==> config.mk <==
export PLATFORM = sky130hd
export DESIGN_NAME = emc_cmp
export DESIGN_NICKNAME = d
export VERILOG_FILES = /design/src/design/emc_pkg.sv /design/src/design/emc_cmp.sv
export SDC_FILE = /design/constraint.sdc
export NUM_CORES = 1
export LEC_CHECK = 0
export BUFFER_PORTS_ARGS = -buffer_cell sky130_fd_sc_hd__buf_2
export CORE_ASPECT_RATIO = 0.6
export CORE_MARGIN = 3
export CORE_UTILIZATION = 33
export CTS_CLUSTER_DIAMETER = 40
export DETAILED_ROUTE_END_ITERATION = 10
export GPL_TIMING_DRIVEN = 0
export PLACE_DENSITY = 0.6
export SLEW_MARGIN = 20
export SYNTH_ARGS = -nofsm -noshare
export SYNTH_HDL_FRONTEND = slang
export SYNTH_SLANG_ARGS = --single-unit
==> constraint.sdc <==
create_clock -name clk -period 32.4 [get_ports clk]
set_input_delay 4.86 -clock clk [delete_from_list [all_inputs] [get_ports clk]]
set_output_delay 4.86 -clock clk [all_outputs]
set_load 0.02 [all_outputs]
==> src/design/emc_pkg.sv <==
// ============================================================================
// emc_pkg
// Shared widths, configuration register codes and pipeline payload types
// for the ellipse mask classifier.
// ============================================================================
package emc_pkg;

  // geometry limits and fixed-point format
  localparam int MAX_DIM    = 4096;
  localparam int FRAC_BITS  = 4;
  localparam int COORD_W    = 12;
  localparam int DIM_W      = 13;
  localparam int AXIS_W     = 16;
  localparam int COLOR_W    = 32;

  // offset magnitude stays below the image size for pixels inside the image
  localparam int D_W        = $clog2(MAX_DIM);
  // doubled axis plus thickness
  localparam int AX_W       = AXIS_W + 2;
  localparam int SQ_W       = 2 * AX_W;
  localparam int HALF_W     = SQ_W / 2;
  localparam int DSQ_W      = 2 * D_W;
  localparam int XP_W       = DSQ_W + HALF_W;
  localparam int ABP_W      = SQ_W + HALF_W;
  localparam int XB_W       = DSQ_W + SQ_W;
  localparam int RHS_W      = 2 * SQ_W;

  // stream packing
  localparam int IN_DATA_W  = 24;
  localparam int OUT_DATA_W = 64;
  localparam int OUT_PAINT  = 2 * COORD_W;
  localparam int OUT_COLOR  = OUT_PAINT + 1;
  localparam int OUT_USED_W = OUT_COLOR + COLOR_W;

  // configuration port
  localparam int CFG_ADDR_W = 3;
  localparam int CFG_DATA_W = 32;

  typedef enum logic [CFG_ADDR_W-1:0] {
    REG_WIDTH  = 3'd0,
    REG_HEIGHT = 3'd1,
    REG_AXIS_A = 3'd2,
    REG_AXIS_B = 3'd3,
    REG_THICK  = 3'd4,
    REG_MODE   = 3'd5,
    REG_COLOR  = 3'd6
  } cfg_reg_t;

  typedef struct packed {
    logic [DIM_W-1:0]   width;
    logic [DIM_W-1:0]   height;
    logic [AXIS_W-1:0]  axis_a;
    logic [AXIS_W-1:0]  axis_b;
    logic [AXIS_W-1:0]  thick;
    logic               ring;
    logic [COLOR_W-1:0] color;
  } cfg_t;

  // after offsets and axes
  typedef struct packed {
    logic [COORD_W-1:0]      px;
    logic [COORD_W-1:0]      py;
    logic                    in_img;
    logic                    ring;
    logic [D_W-1:0]          dx;
    logic [D_W-1:0]          dy;
    logic [1:0][AX_W-1:0]    ax;
    logic [1:0][AX_W-1:0]    by;
  } prep_t;

  // after squaring
  typedef struct packed {
    logic [COORD_W-1:0]      px;
    logic [COORD_W-1:0]      py;
    logic                    in_img;
    logic                    ring;
    logic [DSQ_W-1:0]        dx2;
    logic [DSQ_W-1:0]        dy2;
    logic [1:0][SQ_W-1:0]    asq;
    logic [1:0][SQ_W-1:0]    bsq;
  } sq_t;

  // partial products of one ellipse test
  typedef struct packed {
    logic [XP_W-1:0]  xb_lo;
    logic [XP_W-1:0]  xb_hi;
    logic [XP_W-1:0]  ya_lo;
    logic [XP_W-1:0]  ya_hi;
    logic [ABP_W-1:0] ab_lo;
    logic [ABP_W-1:0] ab_hi;
  } ell_prod_t;

  typedef struct packed {
    logic [COORD_W-1:0]   px;
    logic [COORD_W-1:0]   py;
    logic                 in_img;
    logic                 ring;
    ell_prod_t [1:0]      e;
  } prod_t;

  // after partial product recombination
  typedef struct packed {
    logic [COORD_W-1:0]      px;
    logic [COORD_W-1:0]      py;
    logic                    in_img;
    logic                    ring;
    logic [1:0][XB_W-1:0]    xb;
    logic [1:0][XB_W-1:0]    ya;
    logic [1:0][RHS_W-1:0]   rhs;
  } sum_t;

endpackage

==> src/design/emc_cmp.sv <==
// ============================================================================
// emc_cmp
// Recombines the partial products, compares both sides of each ellipse
// test and registers the classified pixel as the output stage.
// ============================================================================
module emc_cmp import emc_pkg::*; (
  input  logic               clk,
  input  logic               rst,
  input  logic [COLOR_W-1:0] color,
  input  logic               in_valid,
  output logic               in_ready,
  input  prod_t              in_data,
  output logic               out_valid,
  input  logic               out_ready,
  output logic [COORD_W-1:0] out_x,
  output logic [COORD_W-1:0] out_y,
  output logic               paint,
  output logic [COLOR_W-1:0] color_out
);

  logic             sm_valid;
  logic             sm_ready;
  sum_t             sm;
  sum_t             sm_nxt;
  logic [RHS_W-1:0] lhs [2];
  logic [1:0]       le;
  logic [1:0]       ge;
  logic             paint_nxt;

  assign sm_ready = !out_valid || out_ready;
  assign in_ready = !sm_valid || sm_ready;

  // rebuild full products from the halves
  always_comb begin
    sm_nxt.px     = in_data.px;
    sm_nxt.py     = in_data.py;
    sm_nxt.in_img = in_data.in_img;
    sm_nxt.ring   = in_data.ring;
    for (int k = 0; k < 2; k++) begin
      sm_nxt.xb[k]  = XB_W'(in_data.e[k].xb_lo)
                      + (XB_W'(in_data.e[k].xb_hi) << HALF_W);
      sm_nxt.ya[k]  = XB_W'(in_data.e[k].ya_lo)
                      + (XB_W'(in_data.e[k].ya_hi) << HALF_W);
      sm_nxt.rhs[k] = RHS_W'(in_data.e[k].ab_lo)
                      + (RHS_W'(in_data.e[k].ab_hi) << HALF_W);
    end
  end

  always_ff @(posedge clk) begin
    if (rst) begin
      sm_valid <= 1'b0;
    end else if (in_ready) begin
      sm_valid <= in_valid;
    end
  end

  always_ff @(posedge clk) begin
    if (in_ready && in_valid) begin
      sm <= sm_nxt;
    end
  end

  // left side carries the fractional scale of both squared offsets
  always_comb begin
    for (int k = 0; k < 2; k++) begin
      lhs[k] = (RHS_W'(sm.xb[k]) + RHS_W'(sm.ya[k])) << (2 * FRAC_BITS);
      le[k]  = lhs[k] <= sm.rhs[k];
      ge[k]  = lhs[k] >= sm.rhs[k];
    end
    // ring: on or outside the inner ellipse and on or inside the outer one
    paint_nxt = sm.in_img && (sm.ring ? (ge[0] && le[1]) : le[0]);
  end

  // output register
  always_ff @(posedge clk) begin
    if (rst) begin
      out_valid <= 1'b0;
    end else if (sm_ready) begin
      out_valid <= sm_valid;
    end
  end

  always_ff @(posedge clk) begin
    if (sm_ready && sm_valid) begin
      out_x     <= sm.px;
      out_y     <= sm.py;
      paint     <= paint_nxt;
      color_out <= paint_nxt ? color : '0;
    end
  end

endmodule

==> run metrics, run 1 <==
status=finished, final reports clean; chip height=256.6 microns; GP Congestion=between 0.9 and 1; fin nets=5,207; Ys Warns=0; setup tns final=0 ns; Post-DP HPWL=98,680 microns; P&R area growth vs syn=23.81%; DRC errors left=0; final worst path period share=32.25%; PortBufs=672; grt total ovfl=0; MaxCap Viol Count=0; worst path arrival time=5.59 ns; Synth top cells by count=edfxtp_1 (467), ha_1 (410), a21oi_1 (299); Startpoint Class=input pin; total CTS buffers=78; wire length of the first global-routing pass=174,600 microns; RSZ-0062 raised after global routing=no; post-synthesis xor/xnor area fraction=roughly 9%; main combinational cell family by area after synthesis=compound AO/OA/AOI/OAI gates; fmax=~96 MHz; initial DRC count=2,391; Worst-Skew Late Latency=~0.65 ns; Seq/Total Area, Yosys=40.73%; hold_buf cts=0; synthesized area per cell=10.12 sq um; Clock Pin Slew Worst Setup and Hold Paths=around 0.060 ns; relative slew slack=between 20% and 30%; initial core utilization=33.44%; initial antenna violation count=62; Finished Core Util=41.40%; DIE AREA=108,700 sq um; Adder-Cell Fraction of Synth Area=15.32%; top cell type by total area after synthesis=edfxtp_1; Yosys cell types=90; Synth async-reset ratio=0%; P_leak=0.01892 uW; Placed Instances=between 5,000 and 6,000; Post-Synthesis Cells=3,412; Least-Margin Pin Slew=~1.2 ns; syn nets=~4,400; Hold Slack=0.4187 ns; Crit Path Class=in2out; vias=29,677; Worst Path Max Fanout=4; I/O Pins=673; Num Clock Sinks=469; Pwr per Cell Area=between 50 and 60 nW/um^2; Max Root-Sink Buffers=3; CORE AREA=around 100,000 sq um; top cells by area, synth=edfxtp_1 (41%), ha_1 (15%), xnor2_1 (5.7%); drt wl/cell=20.88 microns; fin. max-slew vios=0; Required @ worst endpoint=27.54 ns; post-DR vias/cell=5.245; clock skew=0.04312 ns; Chip Width=between 400 and 500 microns; Hold Path Class=reg2reg; Netlist Area Pre-Place=34,530 sq um; GRT Total Usage=21.04%; vias in the first global route=around 28,000; Final setup viols=0; Fill cells=10,160; Root Buffer=clkbuf_16; crit end category=primary output; share of layout cells above drive strength 1=between 20% and 30%; simple-gate share of the synthesized area=between 10% and 20%; mux cell area share after synthesis=less than 1%; H-tree levels=3; drt first pass iters=6; Detail Route Antenna Nets=0; post-CTS resize count=0; Worst VDD drop=0.03491 mV; Hold Violations, Final=0; top_reg_cell synth=edfxtp_1; Rows=91; fin cells=5,658; Detailed Route WL=118,200 microns; CTS tree=yes; Post-synth EDFFs=467; Post CTS Setup Buffer Count=0; #FFs+latches synth=469; most frequent cell after synthesis=edfxtp_1; largest net degree at the start of global routing=57; Compound-Gate Fraction of Synth Area=18.86%; Tmin final=approximately 10 ns; area share of the largest cell type after synthesis=40.61%
==> worst paths after layout <==
check,slack [ns],cells past startpoint,end,from
max,21.95,4,in_ready,out_ready
min,0.42,0,out_x[9],sm[407]
max reg2reg,24.82,23,color_out[9],sm[144]
min reg2reg,0.42,0,out_x[9],sm[407]
==> flip-flops by register name (all words and copies together) (netlist names) <==
signal	count
out_x	12
out_y	12
sm_valid	1
sm	410
color_out	32
out_valid	1
paint	1
==> layout make-up <==
type | instances | area (sq um) | share of cell area [%]
Sequential cell | 469 | 14060 | 32.90
Buffer | 68 | 265.3 | 0.6205
Tap cell | 1395 | 1745 | 4.083
Inverter | 231 | 867.1 | 2.028
Clock buffer | 83 | 1992 | 4.659
Timing Repair Buffer | 683 | 3636 | 8.505
Antenna cell | 22 | 55.05 | 0.1288
Clock inverter | 63 | 782.0 | 1.829
Multi-Input combinational cell | 2644 | 19340 | 45.25
==> through the flow <==
step           area [sq um]  total power, uW  setup WS (ns)
5_1_grt               42740             2518          21.90
3_5_place_dp          39920             1497          21.95
6_report              42750             2386          21.95
2_1_floorplan         34530             1264          17.14
3_3_place_gp          39640             1498          12.34
4_1_cts               42700             2394          21.95
==> power by group <==
part           switching (uW)  internal, uW
clock network             347           531
registers                21.6           738
logic                     449           299
total                     818          1570
==> kinds of logic after synthesis <==
group	Yosys count
buffers and inverters	299
xor gates and xnor gates	353
DFF	469
and+or+nand+nor	876
adders and majority gates	418
muxes	2
AOI/OAI and AO/OA	995
==> placed cells by master (no fill, tap or decap), types with 27 or more instances in the layout <==
master	n
buf_2	679
edfxtp_1	467
ha_1	410
a21oi_1	299
inv_1	230
xnor2_1	224
nand2_1	202
a21o_1	200
nor2_1	186
o21ai_0	171
xor2_1	129
nand3_1	91
clkbuf_16	79
nand4_1	77
clkbuf_1	62
o21a_1	58
and3_1	57
nor3_1	54
and2_1	50
nor2b_1	42
o21bai_1	38
a31oi_1	34
nand2b_1	32
a211oi_1	27
==> critical path: stages <==
cell	delay, ns
buf_2	0.09
nor2b_1	0.31
nand2_1	0.14
buf_2	0.18
==> layer usage <==
layer	global-route usage, %	routed length [microns]
met5	0	166
met1	31.66	57570
met2	29.90	48690
met4	5.571	3013
met3	4.877	8708
No activity file was read; power rests on OpenSTA's default activity.
==> run 2, diff against run 1 <==
--- a/config.mk
+++ b/config.mk
@@ -12,7 +12,7 @@
 export CTS_CLUSTER_DIAMETER = 40
 export DETAILED_ROUTE_END_ITERATION = 10
 export GPL_TIMING_DRIVEN = 0
-export PLACE_DENSITY = 0.6
+export PLACE_DENSITY = 0.62
 export SLEW_MARGIN = 20
 export SYNTH_ARGS = -nofsm -noshare
 export SYNTH_HDL_FRONTEND = slang
==> constraint.sdc (replaced) <==
create_clock -name clk -period 9.45 [get_ports clk]
set_input_delay 1.4175 -clock clk [delete_from_list [all_inputs] [get_ports clk]]
set_output_delay 1.4175 -clock clk [all_outputs]
set_load 0.02 [all_outputs]
==> run metrics, run 2 (synthesized netlist as in run 1, its figures left out) <==
GRT Total Usage=20.86% (was 21.04%); Chip Width=423.6 microns (unchanged); Most Crowded Layer GR=met1 (unchanged); slowest library cell on the worst path=o21ai_0 (was nor2b_1); Pwr per Cell Area=184.4 nW/um^2 (was 55.81 nW/um^2); Reg power frac=33.4% (was 31.8%); Max Root-Sink Buffers=3 (unchanged); CP Cell Sequence=ha_1, inv_1, fa_1, nor2b_1, o31a_1, o211ai_1, a31oi_1, a31oi_1, o21ai_0, a21boi_0, o21ai_0, xor2_1, ha_1, and4_1, a221oi_1, o221ai_1, a221oi_1, o21ai_0, a21oi_1, xor2_1, o211a_1, clkbuf_1, and2_1 (was buf_2, nor2b_1, nand2_1, buf_2); PortBufs=672 (unchanged); Required @ worst endpoint=9.96 ns (was 27.54 ns); combinational power share=32.8% (was 31.3%); Final setup viols=0 (unchanged); Hold Path Class=reg2reg (unchanged); Tmin final=7.424 ns; Placed Area=39,900 sq um (was 39,920 sq um); hold_buf cts=0 (unchanged); Largest Register=sm (unchanged); fin nets=5,200 (was 5,207); Startpoint Class=flip-flop (was input pin); total CTS buffers=72 (was 78); status=finished, final reports clean (unchanged); Design Area, Final=42,340 sq um (was 42,750 sq um); P_leak=0.01869 uW (was 0.01892 uW); Switching Power=2675 uW (was 817.6 uW); clock power share=33.8% (was 36.8%); grt met1 use=31.55% (was 31.66%); vias in the first global route=27,623 (was 28,003); Finished Core Util=41.00% (was 41.40%); Num Clock Sinks=469 (unchanged); clock skew=0.04248 ns (was 0.04312 ns); fin. max-slew vios=0 (unchanged); MaxCap Viol Count=0 (unchanged); initial DRC count=2,746 (was 2,391); max reg flops=410 (unchanged); grt total ovfl=0 (unchanged); H-tree levels=3 (unchanged); initial antenna violation count=59 (was 62); CTS tree=yes (unchanged); CP bufs+invs=2 (unchanged); Detail Route Antenna Nets=0 (unchanged); Clock Pin Slew Worst Setup and Hold Paths=0.06 ns (about the same); share of layout cells above drive strength 1=19.99% (was 20.40%); setup tns final=0 ns (unchanged); chip height=256.6 microns (unchanged); crit end category=flip-flop (was primary output); Worst Path Max Fanout=10 (was 4); GR Util met3=4.450% (was 4.877%); Int Power=5131 uW (was 1568 uW); CP peak stage delay=0.83 ns (was 0.31 ns); fmax=roughly 130 MHz; met2 track demand over resource=28.94% (was 29.90%); largest net degree at the start of global routing=60 (was 57); sw frac=34.27% (about the same); GP Congestion=0.9709 (was 0.9630); Worst VDD drop=0.1277 mV (was 0.03491 mV); post-CTS resize count=0 (unchanged); cell repeated most along the worst path=o21ai_0 (was buf_2); delay-heaviest family, CP=compound AO/OA/AOI/OAI gates (was simple AND/OR/NAND/NOR gates); Least-Margin Pin Slew=1.195 ns (was 1.171 ns); drt wl/cell=20.96 microns (was 20.88 microns); I/O Pins=673 (unchanged); DIE AREA=108,700 sq um (unchanged); Crit Path Class=reg2reg (was in2out); P&R area growth vs syn=22.61% (was 23.81%); commonest non-fill, non-tap cells in the layout=buf_2 (679), edfxtp_1 (467), ha_1 (410), a21oi_1 (299), inv_1 (230) (unchanged); initial core utilization=33.44% (unchanged); final worst path period share=78.56%; registers with the most flip-flops=sm (410), color_out (32) (unchanged); Root Buffer=clkbuf_16 (unchanged); Hold Violations, Final=0 (unchanged); Worst-Skew Late Latency=0.65 ns (about the same); DRC errors left=0 (unchanged); post-DR vias/cell=5.249 (was 5.245); commonest non-fill, non-tap cell in the layout=buf_2 (unchanged); Hold Slack=0.4159 ns (was 0.4187 ns); RSZ-0062 raised after global routing=no (unchanged); Post-DP HPWL=98,570 microns (was 98,680 microns); wire length of the first global-routing pass=172,700 microns (was 174,600 microns); Rows=91 (unchanged); worst path arrival time=7.94 ns (was 5.59 ns); Post CTS Setup Buffer Count=0 (unchanged); CORE AREA=103,300 sq um (unchanged); Detailed Route WL=118,500 microns (was 118,200 microns); Reg2Reg Setup Slack=2.03 ns (was 24.82 ns); vias=29,669 (was 29,677); Fill cells=10,162 (was 10,160); relative slew slack=19.84% (was 21.13%); drt first pass iters=6 (unchanged)
-- run 2: changes by cell type in the layout (fill, tap and decap cells not counted), sizes merged --
cell	delta
buf	-1
bufinv	-3
clkbuf	-5
clkinv	-1
clkinvlp	+6
diode	+13
inv	-15
-- run 2: per-stage QoR --
| step | worst slack, ns | power (uW) | cells |
|---|---|---|---|
| floorplan | 2.270 | 4315 | 3412 |
| global route | 1.537 | 8246 | 5645 |
| CTS | 2.239 | 7821 | 5617 |
| detailed placement | 2.267 | 5125 | 5489 |
| finish | 2.026 | 7806 | 5652 |
| global placement | -0.1246 | 5100 | 5479 |
-- run 2: power by group through the flow --
stage          clock network, uW  logic (uW)  registers (uW)
2_1_floorplan                  0        1670            2640
3_3_place_gp                   0        2430            2670
3_5_place_dp                   0        2480            2640
4_1_cts                     2710        2500            2600
5_1_grt                     2810        2820            2620
6_report                    2640        2560            2600
-- run 2: layer usage --
layer,wire (microns),up-vias
met4,3592,12
met5,88,-
met3,9566,187
met1,56420,14077
met2,48820,1105
li1,-,14288
-- run 2: final timing paths --
path / start / to / cells after the start
setup / recovery: sm[144] / color_out[20] / 23
hold / removal: sm[408] / out_x[10] / 0
setup reg to reg: sm[144] / color_out[20] / 23
hold reg to reg: sm[408] / out_x[10] / 0
-- run 2: layout make-up --
| type | instances | area (sq um) | share of cell area, % |
|---|---|---|---|
| Inverter | 231 | 867.1 | 2.048 |
| Timing Repair Buffer | 682 | 3616 | 8.540 |
| Antenna cell | 35 | 87.58 | 0.2069 |
| Buffer | 68 | 265.3 | 0.6265 |
| Clock inverter | 50 | 504.2 | 1.191 |
| Tap cell | 1395 | 1745 | 4.122 |
| Multi-Input combinational cell | 2644 | 19340 | 45.69 |
| Sequential cell | 469 | 14060 | 33.22 |
| Clock buffer | 78 | 1846 | 4.359 |
