## src/design/emc_pkg.sv

```systemverilog
// ============================================================================
// emc_pkg
// Shared widths, configuration register codes and pipeline payload types
// for the ellipse mask classifier.
// ============================================================================
package emc_pkg;

  // geometry limits and fixed-point format
  localparam int MAX_DIM    = 4096;
  localparam int FRAC_BITS  = 4;
  localparam int COORD_W    = 12;
  localparam int DIM_W      = 13;
  localparam int AXIS_W     = 16;
  localparam int COLOR_W    = 32;

  // offset magnitude stays below the image size for pixels inside the image
  localparam int D_W        = $clog2(MAX_DIM);
  // doubled axis plus thickness
  localparam int AX_W       = AXIS_W + 2;
  localparam int SQ_W       = 2 * AX_W;
  localparam int HALF_W     = SQ_W / 2;
  localparam int DSQ_W      = 2 * D_W;
  localparam int XP_W       = DSQ_W + HALF_W;
  localparam int ABP_W      = SQ_W + HALF_W;
  localparam int XB_W       = DSQ_W + SQ_W;
  localparam int RHS_W      = 2 * SQ_W;

  // stream packing
  localparam int IN_DATA_W  = 24;
  localparam int OUT_DATA_W = 64;
  localparam int OUT_PAINT  = 2 * COORD_W;
  localparam int OUT_COLOR  = OUT_PAINT + 1;
  localparam int OUT_USED_W = OUT_COLOR + COLOR_W;

  // configuration port
  localparam int CFG_ADDR_W = 3;
  localparam int CFG_DATA_W = 32;

  typedef enum logic [CFG_ADDR_W-1:0] {
    REG_WIDTH  = 3'd0,
    REG_HEIGHT = 3'd1,
    REG_AXIS_A = 3'd2,
    REG_AXIS_B = 3'd3,
    REG_THICK  = 3'd4,
    REG_MODE   = 3'd5,
    REG_COLOR  = 3'd6
  } cfg_reg_t;

  typedef struct packed {
    logic [DIM_W-1:0]   width;
    logic [DIM_W-1:0]   height;
    logic [AXIS_W-1:0]  axis_a;
    logic [AXIS_W-1:0]  axis_b;
    logic [AXIS_W-1:0]  thick;
    logic               ring;
    logic [COLOR_W-1:0] color;
  } cfg_t;

  // after offsets and axes
  typedef struct packed {
    logic [COORD_W-1:0]      px;
    logic [COORD_W-1:0]      py;
    logic                    in_img;
    logic                    ring;
    logic [D_W-1:0]          dx;
    logic [D_W-1:0]          dy;
    logic [1:0][AX_W-1:0]    ax;
    logic [1:0][AX_W-1:0]    by;
  } prep_t;

  // after squaring
  typedef struct packed {
    logic [COORD_W-1:0]      px;
    logic [COORD_W-1:0]      py;
    logic                    in_img;
    logic                    ring;
    logic [DSQ_W-1:0]        dx2;
    logic [DSQ_W-1:0]        dy2;
    logic [1:0][SQ_W-1:0]    asq;
    logic [1:0][SQ_W-1:0]    bsq;
  } sq_t;

  // partial products of one ellipse test
  typedef struct packed {
    logic [XP_W-1:0]  xb_lo;
    logic [XP_W-1:0]  xb_hi;
    logic [XP_W-1:0]  ya_lo;
    logic [XP_W-1:0]  ya_hi;
    logic [ABP_W-1:0] ab_lo;
    logic [ABP_W-1:0] ab_hi;
  } ell_prod_t;

  typedef struct packed {
    logic [COORD_W-1:0]   px;
    logic [COORD_W-1:0]   py;
    logic                 in_img;
    logic                 ring;
    ell_prod_t [1:0]      e;
  } prod_t;

  // after partial product recombination
  typedef struct packed {
    logic [COORD_W-1:0]      px;
    logic [COORD_W-1:0]      py;
    logic                    in_img;
    logic                    ring;
    logic [1:0][XB_W-1:0]    xb;
    logic [1:0][XB_W-1:0]    ya;
    logic [1:0][RHS_W-1:0]   rhs;
  } sum_t;

endpackage

```

## src/design/emc_prep.sv

```systemverilog
// ============================================================================
// emc_prep
// First pipeline stage: bounds check, center offsets in half pixels and
// the doubled ellipse axes for the selected drawing mode.
// ============================================================================
module emc_prep import emc_pkg::*; (
  input  logic               clk,
  input  logic               rst,
  input  cfg_t               cfg,
  input  logic               in_valid,
  output logic               in_ready,
  input  logic [COORD_W-1:0] in_x,
  input  logic [COORD_W-1:0] in_y,
  output logic               out_valid,
  input  logic               out_ready,
  output prep_t              out_data
);

  logic [DIM_W-1:0]  w_sat;
  logic [DIM_W-1:0]  h_sat;
  logic [DIM_W-1:0]  tx;
  logic [DIM_W-1:0]  ty;
  logic [DIM_W-1:0]  ddx;
  logic [DIM_W-1:0]  ddy;
  logic [AX_W-1:0]   a2x;
  logic [AX_W-1:0]   b2x;
  logic [AX_W-1:0]   tk;
  logic [AX_W-1:0]   a_in;
  logic [AX_W-1:0]   b_in;
  prep_t             nxt;

  assign in_ready = !out_valid || out_ready;

  // saturate image size, offsets of the pixel center from the image center
  always_comb begin
    w_sat = (cfg.width  > DIM_W'(MAX_DIM)) ? DIM_W'(MAX_DIM) : cfg.width;
    h_sat = (cfg.height > DIM_W'(MAX_DIM)) ? DIM_W'(MAX_DIM) : cfg.height;
    tx    = {in_x, 1'b1};
    ty    = {in_y, 1'b1};
    ddx   = (tx >= w_sat) ? tx - w_sat : w_sat - tx;
    ddy   = (ty >= h_sat) ? ty - h_sat : h_sat - ty;
  end

  // doubled axes, inner ring axes by magnitude, outer ring axes
  always_comb begin
    a2x  = {1'b0, cfg.axis_a, 1'b0};
    b2x  = {1'b0, cfg.axis_b, 1'b0};
    tk   = AX_W'(cfg.thick);
    a_in = (a2x >= tk) ? a2x - tk : tk - a2x;
    b_in = (b2x >= tk) ? b2x - tk : tk - b2x;

    nxt.px     = in_x;
    nxt.py     = in_y;
    nxt.in_img = (DIM_W'(in_x) < w_sat) && (DIM_W'(in_y) < h_sat);
    nxt.ring   = cfg.ring;
    nxt.dx     = ddx[D_W-1:0];
    nxt.dy     = ddy[D_W-1:0];
    nxt.ax[0]  = cfg.ring ? a_in : a2x;
    nxt.by[0]  = cfg.ring ? b_in : b2x;
    nxt.ax[1]  = a2x + tk;
    nxt.by[1]  = b2x + tk;
  end

  // stage register
  always_ff @(posedge clk) begin
    if (rst) begin
      out_valid <= 1'b0;
    end else if (in_ready) begin
      out_valid <= in_valid;
    end
  end

  always_ff @(posedge clk) begin
    if (in_ready && in_valid) begin
      out_data <= nxt;
    end
  end

endmodule

```

## config.mk

```make
export PLATFORM = sky130hd
export DESIGN_NAME = emc_prep
export DESIGN_NICKNAME = d
export VERILOG_FILES = /design/src/design/emc_pkg.sv /design/src/design/emc_prep.sv
export SDC_FILE = /design/constraint.sdc
export NUM_CORES = 1
export LEC_CHECK = 0
export CORE_ASPECT_RATIO = 0.8
export CORE_MARGIN = 10
export CORE_UTILIZATION = 60
export DETAILED_ROUTE_END_ITERATION = 16
export DONT_BUFFER_PORTS = 1
export PLACE_DENSITY = 0.86
export SLEW_MARGIN = 20
export SYNTH_ARGS = -nofsm -noshare
export SYNTH_HDL_FRONTEND = slang
export SYNTH_SLANG_ARGS = --single-unit
```

## constraint.sdc

```tcl
create_clock -name clk -period 4.09 [get_ports clk]
set_input_delay 0.818 -clock clk [delete_from_list [all_inputs] [get_ports clk]]
set_output_delay 0.818 -clock clk [all_outputs]
set_load 0.005 [all_outputs]
```

==> run summary, run 1 <==
The met2 capacity usage during global routing is about 39%. From synthesis to final layout, the design area changed by 8.429%. Setup repair after global routing left no endpoint under its margin. TritonCTS built the clock tree.

In this run, synthesis inferred 120 flip-flops with an integrated enable. The number of hold violations in the final report came to 0. Row generation in the floorplan step produced 44 rows. Clock-pin slew was measured on the worst setup and hold paths at about 0.06 ns. The initial antenna violation count is 0. The all-layer global routing usage came out at 25.35%. Entering global routing, the biggest net connects between 50 and 60 pins. The mapped netlist covers between 0.01 and 0.015 mm^2.

The number of cells produced by synthesis is roughly 1200. The share of synthesized area in the top cell type comes to around a third. The number of setup buffers added after CTS is 0. The leakage power is around 5.4 nW. The count of final max-slew check failures is 0. In this run the worst setup path begins at cfg[93]. The number of top-level pins came out at between 200 and 300.

Leaving out fill and tap cells, the most frequent cell in the layout is sky130_fd_sc_hd__ha_1. The post-cts hold buffer count is 0. The setup total negative slack is 0 ns. The arrival time of the worst setup path is between 3 and 4 ns. The count of unresolved DRC violations after routing came out at 0. In this run the critical register-to-register path is captured at out_data[119].

The via-per-instance ratio came out at about 6.3. The post-synthesis sequential element count came out at between 100 and 150. Counting the buffers created by CTS gives 17. The power per cell area is 363.0 mW/mm^2. The top achievable clock speed is roughly 280 MHz. The synthesized-area fraction occupied by and/or/nand/nor cells came out at approximately 14%. The clock period minus final worst setup slack came out at ~3.6 ns. The worst setup slack for register-to-register paths is 2.18 ns. The number of optimization iterations in the first detailed-route pass is 5. The number of global-route vias before repair was approximately 9000. The wire length of the first global-routing pass came out at slightly above 50 mm. The first routing iteration left about 930 violations. After synthesis, the netlist uses ~80 different library cells. After synthesis, the cell types taking the most area are sky130_fd_sc_hd__edfxtp_1 32%, sky130_fd_sc_hd__ha_1 18%, sky130_fd_sc_hd__a21oi_1 5.1%.

The last element of the critical path is out_data[83]. The startpoint of the most critical register-to-register path is out_valid. Post-CTS repair changed the size of 0 cells. On the critical path, the stage with the largest delay is an instance of sky130_fd_sc_hd__ha_1. In the layout the commonest cells are 160 x sky130_fd_sc_hd__ha_1, 134 x sky130_fd_sc_hd__inv_1, 120 x sky130_fd_sc_hd__edfxtp_1. The cell chosen for the clock root is sky130_fd_sc_hd__clkbuf_16. Routability-driven placement finished with a final weighted congestion of around 1. The post-synthesis compound-gate area fraction is between 10% and 20%.

The mean post-synth cell area is roughly 9.1 um^2. The later-pin clock latency in the skew report is roughly 0.42 ns. The number of synthesis warnings came out at 0. Walking the worst path, the cells encountered are inv_1 -> buf_4 -> nand2_1 -> inv_1 -> ha_1 -> nand4_1 -> or2_0 -> or3_1 -> a311oi_2 -> a31oi_1 -> buf_4 -> o31ai_1 -> xnor2_1. The maximum fanout count along the critical path is 11. The buffer levels on the longest clock path is 2. The remaining global-route overflow is 0.

For this configuration, the core starts out at a cell density of just over 60%. Global routing consumed, on the met1 layer, 33.77% of the routing resources. The antenna cell count came out at 0.

The register area share after synthesis is around a third. The area share of xor/xnor cells in the synthesized design is roughly 5.4%. The run finished with clean final reports. The worst register-to-register path has a depth of 3. The worst clock skew came out at approximately 0.0071 ns. After synthesis, the largest family of logic cells by area is compound AO/OA/AOI/OAI gates. The fraction of layout cells with a size suffix above 1 is 7.058%. For the pin with the worst max-slew slack, the measured transition is 0.7662 ns. The cell area reported after detailed placement came out at roughly 0.012 mm^2. The multiplexer fraction of the synthesized cell area is 3.016%.

The number of H-tree branching levels is 4. The peak per-stage delay on the critical path is 0.41 ns. The post-layout instance area came out at approximately 0.012 mm^2. The number of maximum-capacitance constraint violations is 0.

The count of antenna-violating nets left after detailed routing is 0. For this run, the leading register cell type out of synthesis is sky130_fd_sc_hd__edfxtp_1. sky130_fd_sc_hd__edfxtp_1 takes more of the synthesized area than any other cell.

The detailed placer's ending HPWL came out at 25.61 mm. The worst relative slew slack came out at roughly half. VDD sags by at most about 270 uV. The x dimension of the die came out at 173.6 um. The async set-or-reset flop fraction in the synthesized netlist came out at 0%. The placeable core region came out at between 0.015 and 0.02 mm^2. The path class of the tightest hold or removal check is input port to register.

The routed length per instance is between 20 and 25 um. The met3 usage in global routing came out at 7.484%. The total setup violations reported at the end of the flow came out at 0. The critical path start-end classification is input port to register.

The area enclosed by the die boundary came out at 0.02481 mm^2. The critical path launch point type is an input port. The most utilized layer in the global route result is met2. In this run the vertical extent of the chip is 142.9 um. The tree built by TritonCTS fans out to about 120 sinks. The number of nets in the synthesized netlist came out at 1547. The adder-cell share of the synthesized area came out at 19.44%. At the end of the flow, the number of nets in the layout was roughly 1600. For this block, the routed nets add up to between 30 and 40 mm of wire. The count of buffers added on input and output ports is 0. STA classifies the critical path endpoint as a register. The endpoint required time on the critical path came out at between 4 and 5 ns. The core occupancy in the finished layout is about two thirds.

The final route contains roughly 9500 vias. Of the available clock period, the critical path in the final layout requires roughly nine tenths.
[Yosys cell counts (all sizes together) (15+ instances only)]
cell type / number
ha: 160
inv: 136
edfxtp: 120
a21oi: 116
nor2: 99
nand2: 69
o21ai: 61
xnor2: 61
a21o: 39
mux2i: 27
nor3: 27
clkbuf: 24
buf: 20
a31oi: 19
nor2b: 19
nand2b: 18
nand3: 17
o21bai: 17
a211oi: 15
or3: 15
[routing by layer]
layer  routed length, um  share of wire (%)
met4                 726                2.2
met5                   0                  0
met2               14530                 44
met3                3417                 10
met1               14080                 43
[worst min path at each step]
stage | startpoint | to | slack (ns) | cells after the start
3_3_place_gp | out_valid | out_valid | 0.58 | 2
6_report | rst | out_valid | 0.47 | 1
2_1_floorplan | out_valid | out_valid | 0.52 | 2
4_1_cts | rst | out_valid | 0.45 | 1
5_1_grt | rst | out_valid | 0.46 | 1
3_5_place_dp | out_valid | out_valid | 0.59 | 2
[state kept, by name (all words and copies together), names as in the netlist]
name	count
out_data	120
out_valid	1
[area by class of cell]
type                       count  area [um^2]
multi-input combinational    940         6970
fill                        1445         6052
sequential                   121         3623
inverter                     137        514.2
clock buffer                  17        425.4
tap                          253        316.6
timing repair buffer          31        257.7
clock inverter                15        172.7
[critical path: cells and delay by family]
family | cells | cell delay (ns)
AND/OR/NAND/NOR | 4 | 1.00
buffers and inverters | 4 | 0.65
XOR/XNOR | 1 | 0.10
AO/OA/AOI/OAI | 3 | 0.82
adder cells (fa/ha/maj) | 1 | 0.41
[report_power, final]
group	total [mW]	leakage [nW]	internal [mW]	switching, mW
combinational	1.26	3.99	0.527	0.736
sequential	1.65	1.17	1.56	0.0836
clock	1.55	0.291	0.958	0.590
total	4.46	5.45	3.05	1.41
[kinds of logic after synthesis]
group,after synthesis
AO/OA/AOI/OAI,343
multiplexers,33
flip-flops,121
AND/OR/NAND/NOR,324
adder cells (fa/ha/maj),170
XOR/XNOR,70
buffers and inverters,181
[stage by stage]
stage | cells | total power, mW | hold slack, ns | setup WS [ns]
6_report | 1514 | 4.458 | 0.4657 | 0.4716
5_1_grt | 1514 | 4.680 | 0.4608 | 0.2691
4_1_cts | 1514 | 4.462 | 0.4511 | 0.5602
3_5_place_dp | 1482 | 2.894 | 0.5900 | 0.1894
3_3_place_gp | 1482 | 2.867 | 0.5800 | 0.2328
2_1_floorplan | 1242 | 2.592 | 0.5223 | 0.09101
No activity file was read; power rests on OpenSTA's default activity.
==> run 2: changes to the inputs <==
- CAP_MARGIN: default -> 10
- RECOVER_POWER: default -> 25
==> run 2 against run 1 <==
Effect of this change: maximum frequency shrank 2.6%; highest routed layer unchanged; largest power group unchanged; setup slack lost 0.097 ns; register-to-register slack is essentially flat; via count is essentially flat; routed wire length is essentially flat; cell count is the same; power is essentially flat; critical endpoint unchanged.
==> run summary, run 2 (same netlist as run 1, synthesis figures left out) <==
The run finished with clean final reports. The setup total negative slack was 0 ns (unchanged). The count of antenna-violating nets left after detailed routing is 0 (unchanged).

The number of global-route vias before repair came out at 8993 (unchanged). The x dimension of the die is 173.6 um (unchanged). The die extent in y was 142.9 um (unchanged).

The number of top-level pins came to 259 (unchanged). The count of input and output buffers came out at 0 (unchanged). The number of hold violations in the final report was 0 (unchanged). The critical path in this run is classified as input port to register. The post-CTS setup buffer count is 0 (unchanged).

The final critical-path share of the clock period came out at 90.83% (+2.4 points). The total setup violations reported at the end of the flow is 0 (unchanged). The met2 capacity usage during global routing was 39.36% (unchanged). The placeable core region came out at 0.01833 mm^2 (unchanged). The remaining global-route overflow came out at 0 (unchanged). In the layout the commonest cells are 160 x sky130_fd_sc_hd__ha_1, 134 x sky130_fd_sc_hd__inv_1, 120 x sky130_fd_sc_hd__edfxtp_1. The count of unresolved DRC violations after routing is 0 (unchanged).

The routed length per instance came out at 21.63 um (about the same). The number of H-tree branching levels came out at 4 (unchanged). The number of flip-flops in the largest register is 120 (unchanged). The worst relative slew slack came out at 48.90% (about the same). The signal on the critical path passes through inv_1 -> clkbuf_1 -> nand2_1 -> inv_1 -> ha_1 -> nand4_1 -> or2_0 -> or3_1 -> a311oi_2 -> a31oi_1 -> buf_4 -> o31ai_1 -> xnor2_1. The later-pin clock latency in the skew report is 0.42 ns (about the same). The worst clock skew is 0.007129 ns (+0.000006660 ns). The fraction of layout cells with a size suffix above 1 came out at 6.820% (-0.24 points).

The met3 usage in global routing is 7.484% (unchanged). The global placer's final weighted congestion is 0.9826 (unchanged). The endpoint required time on the critical path is 4.25 ns (about the same). The area enclosed by the die boundary is 0.02481 mm^2 (unchanged). The count of final max-slew check failures is 0 (unchanged). The all-layer global routing usage is 25.35% (unchanged). The library cell contributing the largest single delay on the critical path is sky130_fd_sc_hd__or3_1. The wire length of the first global-routing pass is 50.56 mm (unchanged). The antenna cell count came to 0 (unchanged).

The arrival time of the worst setup path came out at 3.88 ns (+0.10 ns). The initial antenna violation count was 0 (unchanged). The post-synthesis to final-layout area growth was 8.330% (about the same). TritonCTS built the clock tree. The number of DRC violations after detailed-routing iteration 0 came out at 941 (+0.86%). The power per cell area is 363.1 mW/mm^2 (about the same).

The total power is 4.455 mW (about the same). The vias after detailed routing is 9470 (-0.074%). The overall routed net length came out at 32.74 mm (about the same). Setup repair after global routing left no endpoint under its margin. The cell sitting at the root of the clock tree is a sky130_fd_sc_hd__clkbuf_16. More flip-flops sit in one register than any other, and that register is out_data. The maximum fanout count along the critical path came to 11 (unchanged).

The detailed placer's ending HPWL came to 25.61 mm (unchanged). The commonest non-fill, non-tap cell in the layout is sky130_fd_sc_hd__ha_1. In this design, the critical path's most frequently occurring cell is sky130_fd_sc_hd__inv_1. The number of maximum-capacitance constraint violations is 0 (unchanged).

The peak per-stage delay on the critical path is 0.38 ns (-0.03 ns). The largest registers in the layout are out_data x120, out_valid x1. The clock period minus final worst setup slack is 3.715 ns (+0.09668 ns). The final net count came to 1553 (unchanged).

The maximum number of pins on one net before global-route repair is 59 (unchanged). The met1 usage in global routing came out at 33.77% (unchanged). The peak ir drop on the vdd network came out at 265.4 uV (about the same). The effective utilization at floorplan came out at 61.78% (unchanged). The leakage power came to 5.435 nW (-0.20%). The worst setup path is launched from an input port. In this run the most used layer during global routing was met2. The number of resized instances in the post-cts repair step came out at 0 (unchanged). The clock-pin slew reported for the worst setup and hold paths after clock tree synthesis is 0.06 ns (about the same).

The type of the tightest min-delay check is input port to register. The top achievable clock speed came out at 269.2 MHz (-2.6%). The pin slew with the least headroom to its limit is 0.7664 ns (+0.0002361 ns).

The TritonCTS sink count is 121 (unchanged). The number of placement rows was 44 (unchanged). The post-cts hold buffer count was 0 (unchanged). The buffer levels on the longest clock path is 2 (unchanged). The number of optimization iterations in the first detailed-route pass was 5 (unchanged). The number of inserted filler cells in the final layout is 1450 (+0.35%). STA classifies the critical path endpoint as a register. The via-per-instance ratio came out at 6.255 (about the same). The number of buffers created by CTS came out at 17 (unchanged).
[run 2: layout make-up]
type | instances | area [um^2] | area share [%]
Clock buffer | 17 | 425.4 | 3.467
Sequential cell | 121 | 3623 | 29.53
Tap cell | 253 | 316.6 | 2.580
Timing Repair Buffer | 31 | 246.5 | 2.009
Inverter | 137 | 514.2 | 4.191
Multi-Input combinational cell | 940 | 6970 | 56.81
Clock inverter | 15 | 172.7 | 1.407
[run 2: path summary, 6_finish.rpt]
path,from,to,slack [ns],depth (start not counted)
setup reg to reg,out_valid,out_data[119],2.18,3
hold reg to reg,out_valid,out_valid,0.60,2
hold / removal,rst,out_valid,0.47,1
setup / recovery,cfg[93],out_data[83],0.37,13
[run 2: stage by stage]
stage	cells	hold slack [ns]	cell area (um^2)	setup slack, ns	utilization, %
finish	1514	0.4656	12270	0.3749	66.93
floorplan	1242	0.5223	11330	0.09101	-
global placement	1482	0.5800	11680	0.2328	63.73
detailed placement	1482	0.5900	11680	0.1894	63.73
CTS	1514	0.4511	12280	0.5602	66.99
global route	1514	0.4608	12270	0.2458	66.93
[run 2: per-layer routing]
layer | up-vias | routed length [um] | share of wire [%]
met5 | - | 0 | 0
met3 | 53 | 3402 | 10
met1 | 4446 | 14070 | 43
met2 | 508 | 14540 | 44
li1 | 4463 | - | -
met4 | 0 | 725 | 2.2
[run 2: critical path, delay by kind of cell]
kind,cells,cell delay [ns]
buffers and inverters,4,0.86
and+or+nand+nor,4,1.04
AOI/OAI and AO/OA,3,0.82
xor gates and xnor gates,1,0.10
adders and majority gates,1,0.26
[run 2: power by group]
group / internal (mW) / switching, mW / leakage [nW] / total, mW
logic: 0.526 / 0.735 / 3.98 / 1.26
clock network: 0.958 / 0.590 / 0.291 / 1.55
registers: 1.56 / 0.0836 / 1.17 / 1.65
total: 3.05 / 1.41 / 5.43 / 4.46
